### config.mk
export PLATFORM = sky130hd
export DESIGN_NAME = tagged_history_ring_buffer
export DESIGN_NICKNAME = d
export VERILOG_FILES = /design/src/rtl/core/thrb_pkg.sv /design/src/rtl/core/thrb_cell.sv /design/src/rtl/core/tagged_history_ring_buffer.sv
export SDC_FILE = /design/constraint.sdc
export NUM_CORES = 2
export LEC_CHECK = 0
export BUFFER_PORTS_ARGS = -buffer_cell sky130_fd_sc_hd__buf_2
export CORE_MARGIN = 1
export CORE_UTILIZATION = 30
export DETAILED_ROUTE_END_ITERATION = 12
export HOLD_SLACK_MARGIN = 0.03
export PLACE_DENSITY = 0.5
export RECOVER_POWER = 25
export SYNTH_ARGS = -nofsm -noshare
export SYNTH_HDL_FRONTEND = slang
export SYNTH_SLANG_ARGS = --single-unit
### constraint.sdc
create_clock -name aclk -period 54 [get_ports aclk]
set_input_delay 2.7 -clock aclk [delete_from_list [all_inputs] [get_ports aclk]]
set_output_delay 2.7 -clock aclk [all_outputs]
set_load 0.05 [all_outputs]
### src/rtl/core/thrb_pkg.sv
// Shared types and request codes for the tagged history ring buffer.
// Used by the record cell and the top level; depends on nothing else.
package thrb_pkg;

    localparam int ID_W   = 8;
    localparam int VAL_W  = 16;
    localparam int POS_W  = 5;
    localparam int REQ_W  = 3;
    localparam int MCNT_W = 6;

    localparam logic [REQ_W-1:0] REQ_ADD   = 3'd0;
    localparam logic [REQ_W-1:0] REQ_CLEAR = 3'd1;
    localparam logic [REQ_W-1:0] REQ_READ  = 3'd2;
    localparam logic [REQ_W-1:0] REQ_FIND  = 3'd3;
    localparam logic [REQ_W-1:0] REQ_LIST  = 3'd4;

    typedef struct packed {
        logic [ID_W-1:0]  id;
        logic [VAL_W-1:0] value;
    } rec_t;

    typedef struct packed {
        logic add;
        logic rot;
    } cell_ctrl_t;

endpackage

### src/rtl/core/thrb_cell.sv
// One record cell of the history ring: holds a tagged record and loads it
// from its younger neighbor on an add or from its older neighbor on a rotate.
// Depends on thrb_pkg.
module thrb_cell import thrb_pkg::*; (
    input  logic       aclk,
    input  cell_ctrl_t ctrl,
    input  rec_t       shift_in,
    input  rec_t       rot_in,
    output rec_t       rec_out
);

    rec_t rec_reg;
    rec_t rec_next;

    always_comb begin
        rec_next = rec_reg;
        if (ctrl.add) begin
            rec_next = shift_in;
        end else if (ctrl.rot) begin
            rec_next = rot_in;
        end
    end

    always_ff @(posedge aclk) begin
        rec_reg <= rec_next;
    end

    assign rec_out = rec_reg;

endmodule

### src/rtl/core/tagged_history_ring_buffer.sv
// Top level of the tagged history ring buffer: request decode, ring scan control
// and the result register. Depends on thrb_pkg and thrb_cell.
//
// The records live in a row of CAPACITY cells with the newest record in the first
// cell. An add shifts the row by one and, like a clear and a read beyond the stored
// count, goes to the result register without a rotation. Read, find and list
// requests rotate the whole row past the first cell, one record per cycle while no
// list result beat is held off by the result side, and the row is back in place
// when the rotation ends. A list with matches takes two rotations, the first to
// count the matches and the second to emit them; a list without a match takes one.
// One request is worked on at a time; the next beat is taken while the last result
// still waits in the output register.
module tagged_history_ring_buffer import thrb_pkg::*; #(
    parameter int CAPACITY = 32
) (
    input  logic        aclk,
    input  logic        aresetn,
    input  logic        s_tvalid,
    output logic        s_tready,
    // pulse_id [7:0], pulse_value [23:8], position [28:24], zero [31:29]
    input  logic [31:0] s_tdata,
    // req_type [2:0]
    input  logic [2:0]  s_tuser,
    output logic        m_tvalid,
    input  logic        m_tready,
    // out_id [7:0], out_value [23:8], match_count [29:24], zero [31:30]
    output logic [31:0] m_tdata,
    // found [0]
    output logic [0:0]  m_tuser,
    output logic        m_tlast
);

    localparam int SW = (CAPACITY > 1) ? $clog2(CAPACITY) : 1;
    localparam int CW = $clog2(CAPACITY + 1);
    localparam int XW = CW + POS_W;

    localparam logic [1:0] ST_IDLE = 2'd0;
    localparam logic [1:0] ST_SCAN = 2'd1;
    localparam logic [1:0] ST_RESP = 2'd2;

    logic [1:0]       state_reg, state_next;
    logic [CW-1:0]    cnt_reg, cnt_next;
    logic             m_valid_reg, m_valid_next;

    logic [REQ_W-1:0] req_reg, req_next;
    logic [ID_W-1:0]  id_reg, id_next;
    logic [POS_W-1:0] pos_reg, pos_next;
    logic [SW-1:0]    step_reg, step_next;
    logic             pass_reg, pass_next;
    logic [CW-1:0]    hits_reg, hits_next;
    logic [CW-1:0]    emit_reg, emit_next;
    logic [ID_W-1:0]  res_id_reg, res_id_next;
    logic [VAL_W-1:0] res_val_reg, res_val_next;
    logic             res_found_reg, res_found_next;
    logic [CW-1:0]    res_cnt_reg, res_cnt_next;

    logic [ID_W-1:0]   out_id_reg, out_id_next;
    logic [VAL_W-1:0]  out_val_reg, out_val_next;
    logic              out_found_reg, out_found_next;
    logic [MCNT_W-1:0] out_cnt_reg, out_cnt_next;
    logic              out_last_reg, out_last_next;

    logic [REQ_W-1:0] in_req;
    logic [ID_W-1:0]  in_id;
    logic [VAL_W-1:0] in_val;
    logic [POS_W-1:0] in_pos;
    logic             s_accept;
    logic             out_free;
    logic             tap_active;
    logic             tap_match;
    logic             tap_at_pos;
    logic             step_last;
    logic             emit_stall;
    logic             advance;
    logic [XW-1:0]    target;
    rec_t             new_rec;
    rec_t             tap;
    cell_ctrl_t       cell_ctrl;
    rec_t             cell_q [CAPACITY];

    assign in_req = s_tuser;
    assign in_id  = s_tdata[7:0];
    assign in_val = s_tdata[23:8];
    assign in_pos = s_tdata[28:24];

    assign s_tready = (state_reg == ST_IDLE);
    assign s_accept = s_tvalid && s_tready;
    assign out_free = !m_valid_reg || m_tready;

    assign new_rec.id    = in_id;
    assign new_rec.value = in_val;
    assign tap           = cell_q[0];

    assign tap_active = (CW'(step_reg) < cnt_reg);
    assign tap_match  = tap_active && (tap.id == id_reg);
    assign target     = XW'(cnt_reg) - XW'(pos_reg) - XW'(1);
    assign tap_at_pos = (XW'(step_reg) == target);
    assign step_last  = (step_reg == SW'(CAPACITY - 1));
    assign emit_stall = (req_reg == REQ_LIST) && pass_reg && tap_match && !out_free;
    assign advance    = (state_reg == ST_SCAN) && !emit_stall;

    assign cell_ctrl.add = s_accept && (in_req == REQ_ADD);
    assign cell_ctrl.rot = advance;

    for (genvar g = 0; g < CAPACITY; g++) begin : g_cell
        rec_t shift_src;
        rec_t rot_src;
        if (g == 0) begin : g_head
            assign shift_src = new_rec;
        end else begin : g_body
            assign shift_src = cell_q[g-1];
        end
        if (g == CAPACITY - 1) begin : g_tail
            assign rot_src = cell_q[0];
        end else begin : g_inner
            assign rot_src = cell_q[g+1];
        end
        thrb_cell u_cell (
            .aclk     (aclk),
            .ctrl     (cell_ctrl),
            .shift_in (shift_src),
            .rot_in   (rot_src),
            .rec_out  (cell_q[g])
        );
    end

    always_comb begin
        state_next     = state_reg;
        cnt_next       = cnt_reg;
        req_next       = req_reg;
        id_next        = id_reg;
        pos_next       = pos_reg;
        step_next      = step_reg;
        pass_next      = pass_reg;
        hits_next      = hits_reg;
        emit_next      = emit_reg;
        res_id_next    = res_id_reg;
        res_val_next   = res_val_reg;
        res_found_next = res_found_reg;
        res_cnt_next   = res_cnt_reg;
        out_id_next    = out_id_reg;
        out_val_next   = out_val_reg;
        out_found_next = out_found_reg;
        out_cnt_next   = out_cnt_reg;
        out_last_next  = out_last_reg;
        m_valid_next   = m_valid_reg && !m_tready;

        unique case (state_reg)
            ST_IDLE: begin
                if (s_accept) begin
                    req_next       = in_req;
                    id_next        = in_id;
                    pos_next       = in_pos;
                    step_next      = '0;
                    pass_next      = 1'b0;
                    hits_next      = '0;
                    emit_next      = '0;
                    res_id_next    = '0;
                    res_val_next   = '0;
                    res_found_next = 1'b0;
                    res_cnt_next   = cnt_reg;
                    unique case (in_req)
                        REQ_ADD: begin
                            if (cnt_reg != CW'(CAPACITY)) begin
                                cnt_next = cnt_reg + CW'(1);
                            end
                            res_cnt_next = cnt_next;
                            state_next   = ST_RESP;
                        end
                        REQ_CLEAR: begin
                            cnt_next     = '0;
                            res_cnt_next = '0;
                            state_next   = ST_RESP;
                        end
                        REQ_READ: begin
                            if (XW'(in_pos) >= XW'(cnt_reg)) begin
                                state_next = ST_RESP;
                            end else begin
                                state_next = ST_SCAN;
                            end
                        end
                        REQ_FIND: begin
                            state_next = ST_SCAN;
                        end
                        REQ_LIST: begin
                            state_next = ST_SCAN;
                        end
                        default: begin
                            state_next = ST_IDLE;
                        end
                    endcase
                end
            end
            ST_SCAN: begin
                if (advance) begin
                    step_next = step_last ? '0 : step_reg + SW'(1);
                    unique case (req_reg)
                        REQ_READ: begin
                            if (tap_at_pos) begin
                                res_id_next    = tap.id;
                                res_val_next   = tap.value;
                                res_found_next = 1'b1;
                            end
                        end
                        REQ_FIND: begin
                            if (tap_match && !res_found_reg) begin
                                res_id_next    = tap.id;
                                res_val_next   = tap.value;
                                res_found_next = 1'b1;
                            end
                        end
                        REQ_LIST: begin
                            if (tap_match) begin
                                if (!pass_reg) begin
                                    hits_next = hits_reg + CW'(1);
                                end else begin
                                    m_valid_next   = 1'b1;
                                    out_id_next    = id_reg;
                                    out_val_next   = tap.value;
                                    out_found_next = 1'b1;
                                    out_cnt_next   = MCNT_W'(hits_reg);
                                    out_last_next  = ((emit_reg + CW'(1)) == hits_reg);
                                    emit_next      = emit_reg + CW'(1);
                                end
                            end
                        end
                        default: begin
                            res_found_next = res_found_reg;
                        end
                    endcase
                    if (step_last) begin
                        if (req_reg == REQ_LIST) begin
                            if (pass_reg) begin
                                state_next = ST_IDLE;
                            end else if (hits_next == '0) begin
                                res_id_next    = id_reg;
                                res_val_next   = '0;
                                res_found_next = 1'b0;
                                res_cnt_next   = '0;
                                state_next     = ST_RESP;
                            end else begin
                                pass_next = 1'b1;
                            end
                        end else begin
                            state_next = ST_RESP;
                        end
                    end
                end
            end
            ST_RESP: begin
                if (out_free) begin
                    m_valid_next   = 1'b1;
                    out_id_next    = res_id_reg;
                    out_val_next   = res_val_reg;
                    out_found_next = res_found_reg;
                    out_cnt_next   = MCNT_W'(res_cnt_reg);
                    out_last_next  = 1'b1;
                    state_next     = ST_IDLE;
                end
            end
            default: begin
                state_next = ST_IDLE;
            end
        endcase
    end

    always_ff @(posedge aclk) begin
        if (!aresetn) begin
            state_reg   <= ST_IDLE;
            cnt_reg     <= '0;
            m_valid_reg <= 1'b0;
        end else begin
            state_reg   <= state_next;
            cnt_reg     <= cnt_next;
            m_valid_reg <= m_valid_next;
        end
    end

    always_ff @(posedge aclk) begin
        req_reg       <= req_next;
        id_reg        <= id_next;
        pos_reg       <= pos_next;
        step_reg      <= step_next;
        pass_reg      <= pass_next;
        hits_reg      <= hits_next;
        emit_reg      <= emit_next;
        res_id_reg    <= res_id_next;
        res_val_reg   <= res_val_next;
        res_found_reg <= res_found_next;
        res_cnt_reg   <= res_cnt_next;
        out_id_reg    <= out_id_next;
        out_val_reg   <= out_val_next;
        out_found_reg <= out_found_next;
        out_cnt_reg   <= out_cnt_next;
        out_last_reg  <= out_last_next;
    end

    assign m_tvalid = m_valid_reg;
    assign m_tdata  = {2'b00, out_cnt_reg, out_val_reg, out_id_reg};
    assign m_tuser  = out_found_reg;
    assign m_tlast  = out_last_reg;

endmodule

* Word level (Yosys, flattened, before mapping) *
Cells that the tools add are included.

word-level totals
  output and inout bits = 36
  bits of input ports = 39
  flip-flop bits (word level) = 874

operators by class
  reduce and logical (&&, ||, !) cells = 30
  equality and inequality tests = 24
  multiplexer cells = 172
  $add $sub $neg = 6
  order comparisons = 2

operator list
  kind                   number
  $mux W24               64
  $mux W16               13
  $mux W6                23
  $mux W8                13
  $pmux W16 S2           3
  $pmux W6 S2            5
  $pmux W8 S2            3
  $mux W1                28
  $add A6 B1 Y6 const B  3
  $mux W2                8
  $mux W5                3
  $ne A2 B2 Y1 const B   7
  $eq A3 B2 Y1 const B   4
  $pmux W1 S2            6
  $pmux W2 S3            2
  $reduce_and A6 Y1      2
  $eq A5 B11 Y1          1
  $pmux W5 S2            1
  $reduce_and A5 Y1      2
  $logic_and A1 B1 Y1    9
  $eq A8 B8 Y1           1
  $sub A7 B2 Y8 const B  1
  $reduce_and A7 Y1      1
  $sub A6 B5 Y7          1
  other kinds (21)       30

* Longest topological paths before layout *
  word-level depth = 15
  depth in mapped cells = 14
  mapped depth without buffers = 13

* Cells and area by module *
From an unflattened synthesis, not the netlist that was laid out.

unflattened totals
  cells, all modules = 2154
  area, all modules = 41638.7 um^2

modules (own cells, without submodules)
  module                      cells an instance  area each (um^2)  times used
  thrb_cell                   52                 1119.8            32
  tagged_history_ring_buffer  490                5804.3            1

* Least setup slack after synthesis *
OpenSTA, ideal clock, no wires.

  path type = input -> register
  start point = input m_tready
  end point = register g_cell[0].u_cell.rec_reg (netlist bit g_cell[0].u_cell.rec_out[0]), enable pin
  stages on the path = 3
  arrival = 40.121 ns
  setup time = 2.173 ns
  slack = 11.706 ns
  path through = nor2b_1 > and4_1 > o22ai_1

on the way
  word-level cells in the longest chain between the ends = 6

ends and longest elaborated chain
  what                          RTL line                           RTL
  start: declaration            tagged_history_ring_buffer.sv:25   input logic m_tready,
  $logic_or A1 B1 Y1            tagged_history_ring_buffer.sv:88   assign out_free = !m_valid_reg || m_tready;
  $logic_not A1 Y1              tagged_history_ring_buffer.sv:99   assign emit_stall = (req_reg == REQ_LIST) && pass_reg && tap_match && !out_free;
  $logic_and A1 B1 Y1           tagged_history_ring_buffer.sv:99
  $logic_not A1 Y1              tagged_history_ring_buffer.sv:100  assign advance = (state_reg == ST_SCAN) && !emit_stall;
  $logic_and A1 B1 Y1           tagged_history_ring_buffer.sv:100
  $reduce_bool A2 Y1 (no line)  n/a
  end signal: assignment        thrb_cell.sv:25                    rec_reg <= rec_next;
  end: declaration              thrb_cell.sv:12                    rec_t rec_reg;

No other way between the ends.
A chain may end at the register's enable or synchronous reset.

* Worst setup path after layout *
  start point = input s_tvalid
  end point = register g_cell[24].u_cell.rec_reg (netlist bit g_cell[24].u_cell.rec_out[3]), enable pin

on the way
  word-level cells in the longest chain between the ends = 3

ends and longest elaborated chain
  what                          RTL line                           RTL
  start: declaration            tagged_history_ring_buffer.sv:18   input logic s_tvalid,
  $logic_and A1 B1 Y1           tagged_history_ring_buffer.sv:87   assign s_accept = s_tvalid && s_tready;
  $logic_and A1 B1 Y1           tagged_history_ring_buffer.sv:102  assign cell_ctrl.add = s_accept && (in_req == REQ_ADD);
  $reduce_bool A2 Y1 (no line)  n/a
  end signal: assignment        thrb_cell.sv:25
  end: declaration              thrb_cell.sv:12

No other way between the ends.

==> impl_metrics.py <==
metrics = {
    "status": {
        "status": "finished with violations",
        "violations": "max-capacitance violations, max-slew violations",
    },
    "global_routing": {
        "grt_pass1_wl_um": 102000,
        "grt_pass1_vias": 18700,
        "grtUsageTotal": 0.0975,
        "grt_max_degree": 205,
        "antenna_found_initial": 5,
        "overflow": 0,
    },
    "place": {
        "pre_cts_ws_ns": 45.88,
        "portBuffers": 69,
        "gp_congestion": 0.767,
        "dp.cells": 3771,
        "placed_area_um2": 40200,
        "place_hpwl_um": 38300,
    },
    "layout": {
        "mostFrequentLayoutCell": "edfxtp_1",
        "largest_reg_flops": 768,
        "area_growth_pct": 12.9,
        "antenna_cells": 0,
        "fin_nets": 2281,
        "drive_gt1_frac": 0.414,
        "stdcell_count": 3941,
        "final_core_util": 0.342,
        "mostFrequentLayoutCells": "865 x edfxtp_1, 792 x mux2_2, 94 x clkbuf_16, 82 x clkbuf_1, 46 x o21ai_0",
        "post-route-cell-area_um2": 42900,
    },
    "drt": {
        "first_pass_iters": 7,
        "viasPerCell": 4.60,
        "drt_iter0_drc": 1332,
        "wl_met3_um": 2480,
        "wl_met2_um": 29600,
        "totalWireLength_um": 63100,
        "antenna_left": 0,
        "vias": 18100,
        "topRoutingLayerUsed": "met4",
        "drc": 0,
        "routedWlPerCell_um": 16.0,
        "wl_met1_um": 29700,
    },
    "job": {
        "cap_violations": 10,
    },
    "setup_path": {
        "max_stage_delay_ns": 6.22,
        "critical_path.endpoint_type": "register",
        "cp_slowest_cell": "clkbuf_1",
        "worstSetupPathType": "in2reg",
        "cp_data_required_time_ns": 54.25,
        "arrival_ns": 13.96,
        "crit_buf_inv": 4,
        "path_max_fanout": 161,
        "critPathLaunchType": "input pin",
        "crit_family": "buffers and inverters",
        "path_cells": "clkbuf_1 -> nand2_1 -> inv_1 -> nand2_1 -> o22ai_1 -> clkbuf_1 -> buf_4",
    },
    "timing": {
        "post-route-min-period_ns": 13.71,
        "skew_ns": 0.0264,
        "max_freq_ghz": 0.0730,
        "hold_viol": 0,
        "setup-tns-final_ns": 0,
        "fin_ws_ns": 40.29,
        "slew_headroom": -4.83,
        "worstMarginPinSlew_ns": 8.74,
        "grt_setup_unrepaired": "false",
        "period_share": 0.254,
        "drv_slew": 677,
        "finalSetupViolations": 0,
    },
    "synth": {
        "synth.area.top_cells": "edfxtp_1 68%, mux2_2 24%, clkbuf_1 1.0%, ha_1 0.79%, o21ai_0 0.58%",
        "seq_area_frac_synth": 0.688,
        "yosys_most_used_dff": "edfxtp_1",
        "synth.avg_cell_area_um2": 17.6,
        "ys_types": 61,
        "yosysTopAreaCellShare": 0.684,
        "synth_area_leader_cell": "edfxtp_1",
        "synth_edf_count": 865,
        "synthCells": 2154,
        "synth_seq_cells": 874,
        "syn-cell-area_um2": 38000,
        "yosys_warnings": 0,
        "synthArstFlopShare": 0,
    },
    "clock_tree": {
        "clk_pin_slew_ns": 0.06,
        "cts_made_buffers": 94,
        "cts_sinks": 874,
        "post_cts_buffers": 0,
        "clkLatencyLatePin_ns": 0.65,
        "ctsResizeCount": 0,
        "tritoncts": "done",
        "h-tree-depth": 3,
        "cts_root_buf": "clkbuf_16",
        "ctsHoldBuffers": 0,
        "cts_max_path_buffers": 3,
    },
    "die": {
        "core_area_um2": 126000,
        "initial_core_util": 0.303,
        "row_count": 130,
        "die_area_um2": 128000,
        "die_w_um": 358,
        "pin_count": 75,
        "die_h_um": 358,
    },
    "min_path": {
        "min_path_type": "reg2reg",
    },
    "power": {
        "p_leak_nw": 13.4,
        "power-per-cell-area_nw_per_um2": 39.1,
        "vdd_drop_max_mv": 0.0221,
    },
}
[report_power, final]
part / total, mW / switching [mW] / leakage [nW] / internal (mW)
Sequential: 0.893 / 0.0359 / 8.05 / 0.857
Clock: 0.612 / 0.260 / 1.42 / 0.352
Combinational: 0.174 / 0.101 / 3.93 / 0.0736
[logic make-up (layout without fill, tap and decap cells)]
| logic type | after synthesis | count (layout) | synth area share |
|---|---|---|---|
| fa+ha+maj | 25 | 25 | 0.00843 |
| compound gates | 122 | 122 | 0.0200 |
| other cells | 1 | 2 | 0.0000987 |
| mux | 804 | 804 | 0.238 |
| simple gates | 152 | 152 | 0.0215 |
| xor+xnor | 35 | 35 | 0.00846 |
| buf+inv | 141 | 277 | 0.0151 |
| flops | 874 | 874 | 0.688 |
[routing by layer]
| metal | global-route usage | vias up |
|---|---|---|
| li1 | - | 8594 |
| met5 | 0 | - |
| met4 | 0.0307 | 0 |
| met2 | 0.157 | 303 |
| met3 | 0.0188 | 102 |
| met1 | 0.133 | 9123 |
[synthesized netlist by cell type (all sizes together), types with 2 or more instances]
library cell and n:
a211oi 2, a21boi 2, a21o 5, a21oi 31, a22oi 2, a311o 2
a31oi 10, and2 12, and3 6, and4 2, buf 15, clkbuf 103
dfxtp 9, edfxtp 865, ha 24, inv 23, mux2 800, mux2i 4
nand2 18, nand2b 8, nand3 38, nand4 10, nor2 24, nor2b 16
nor3 7, nor3b 2, o211a 2, o21a 3, o21ai 47, o22ai 3
or2 2, or3 2, xnor2 22, xor2 12
[layout make-up]
class,count,area [um2]
Sequential cell,874,26200
Timing Repair Buffer,84,410
Fill cell,11900,82700
Clock inverter,45,413
Inverter,23,86.3
Clock buffer,125,2520
Multi-Input combinational cell,1140,11200
Tap cell,1650,2060
[stage by stage]
step	power, mW	hold slack (ns)
2_1_floorplan	1.14	0.452
3_3_place_gp	1.07	0.465
3_5_place_dp	1.08	0.509
4_1_cts	1.70	0.517
5_1_grt	1.76	0.531
6_report	1.68	0.508
[final timing paths]
check,start,end,slack [ns],depth (start not counted)
hold / removal,state_reg[0],state_reg[0],0.51,2
setup / recovery,s_tvalid,g_cell[24].u_cell.rec_out[3],40.29,7
setup reg to reg,cnt_reg[4],g_cell[24].u_cell.rec_out[3],41.66,9
hold reg to reg,state_reg[0],state_reg[0],0.51,2
[worst reg2reg max path: stages (launching register included)]
cell	delay [ns]
dfxtp_1	0.48
inv_1	0.16
ha_1	0.30
nor2b_1	0.20
a2111o_1	0.17
a2111oi_0	0.33
and4_1	0.51
o22ai_1	1.95
clkbuf_1	6.22
buf_4	1.60
No activity file was read; power rests on OpenSTA's default activity.
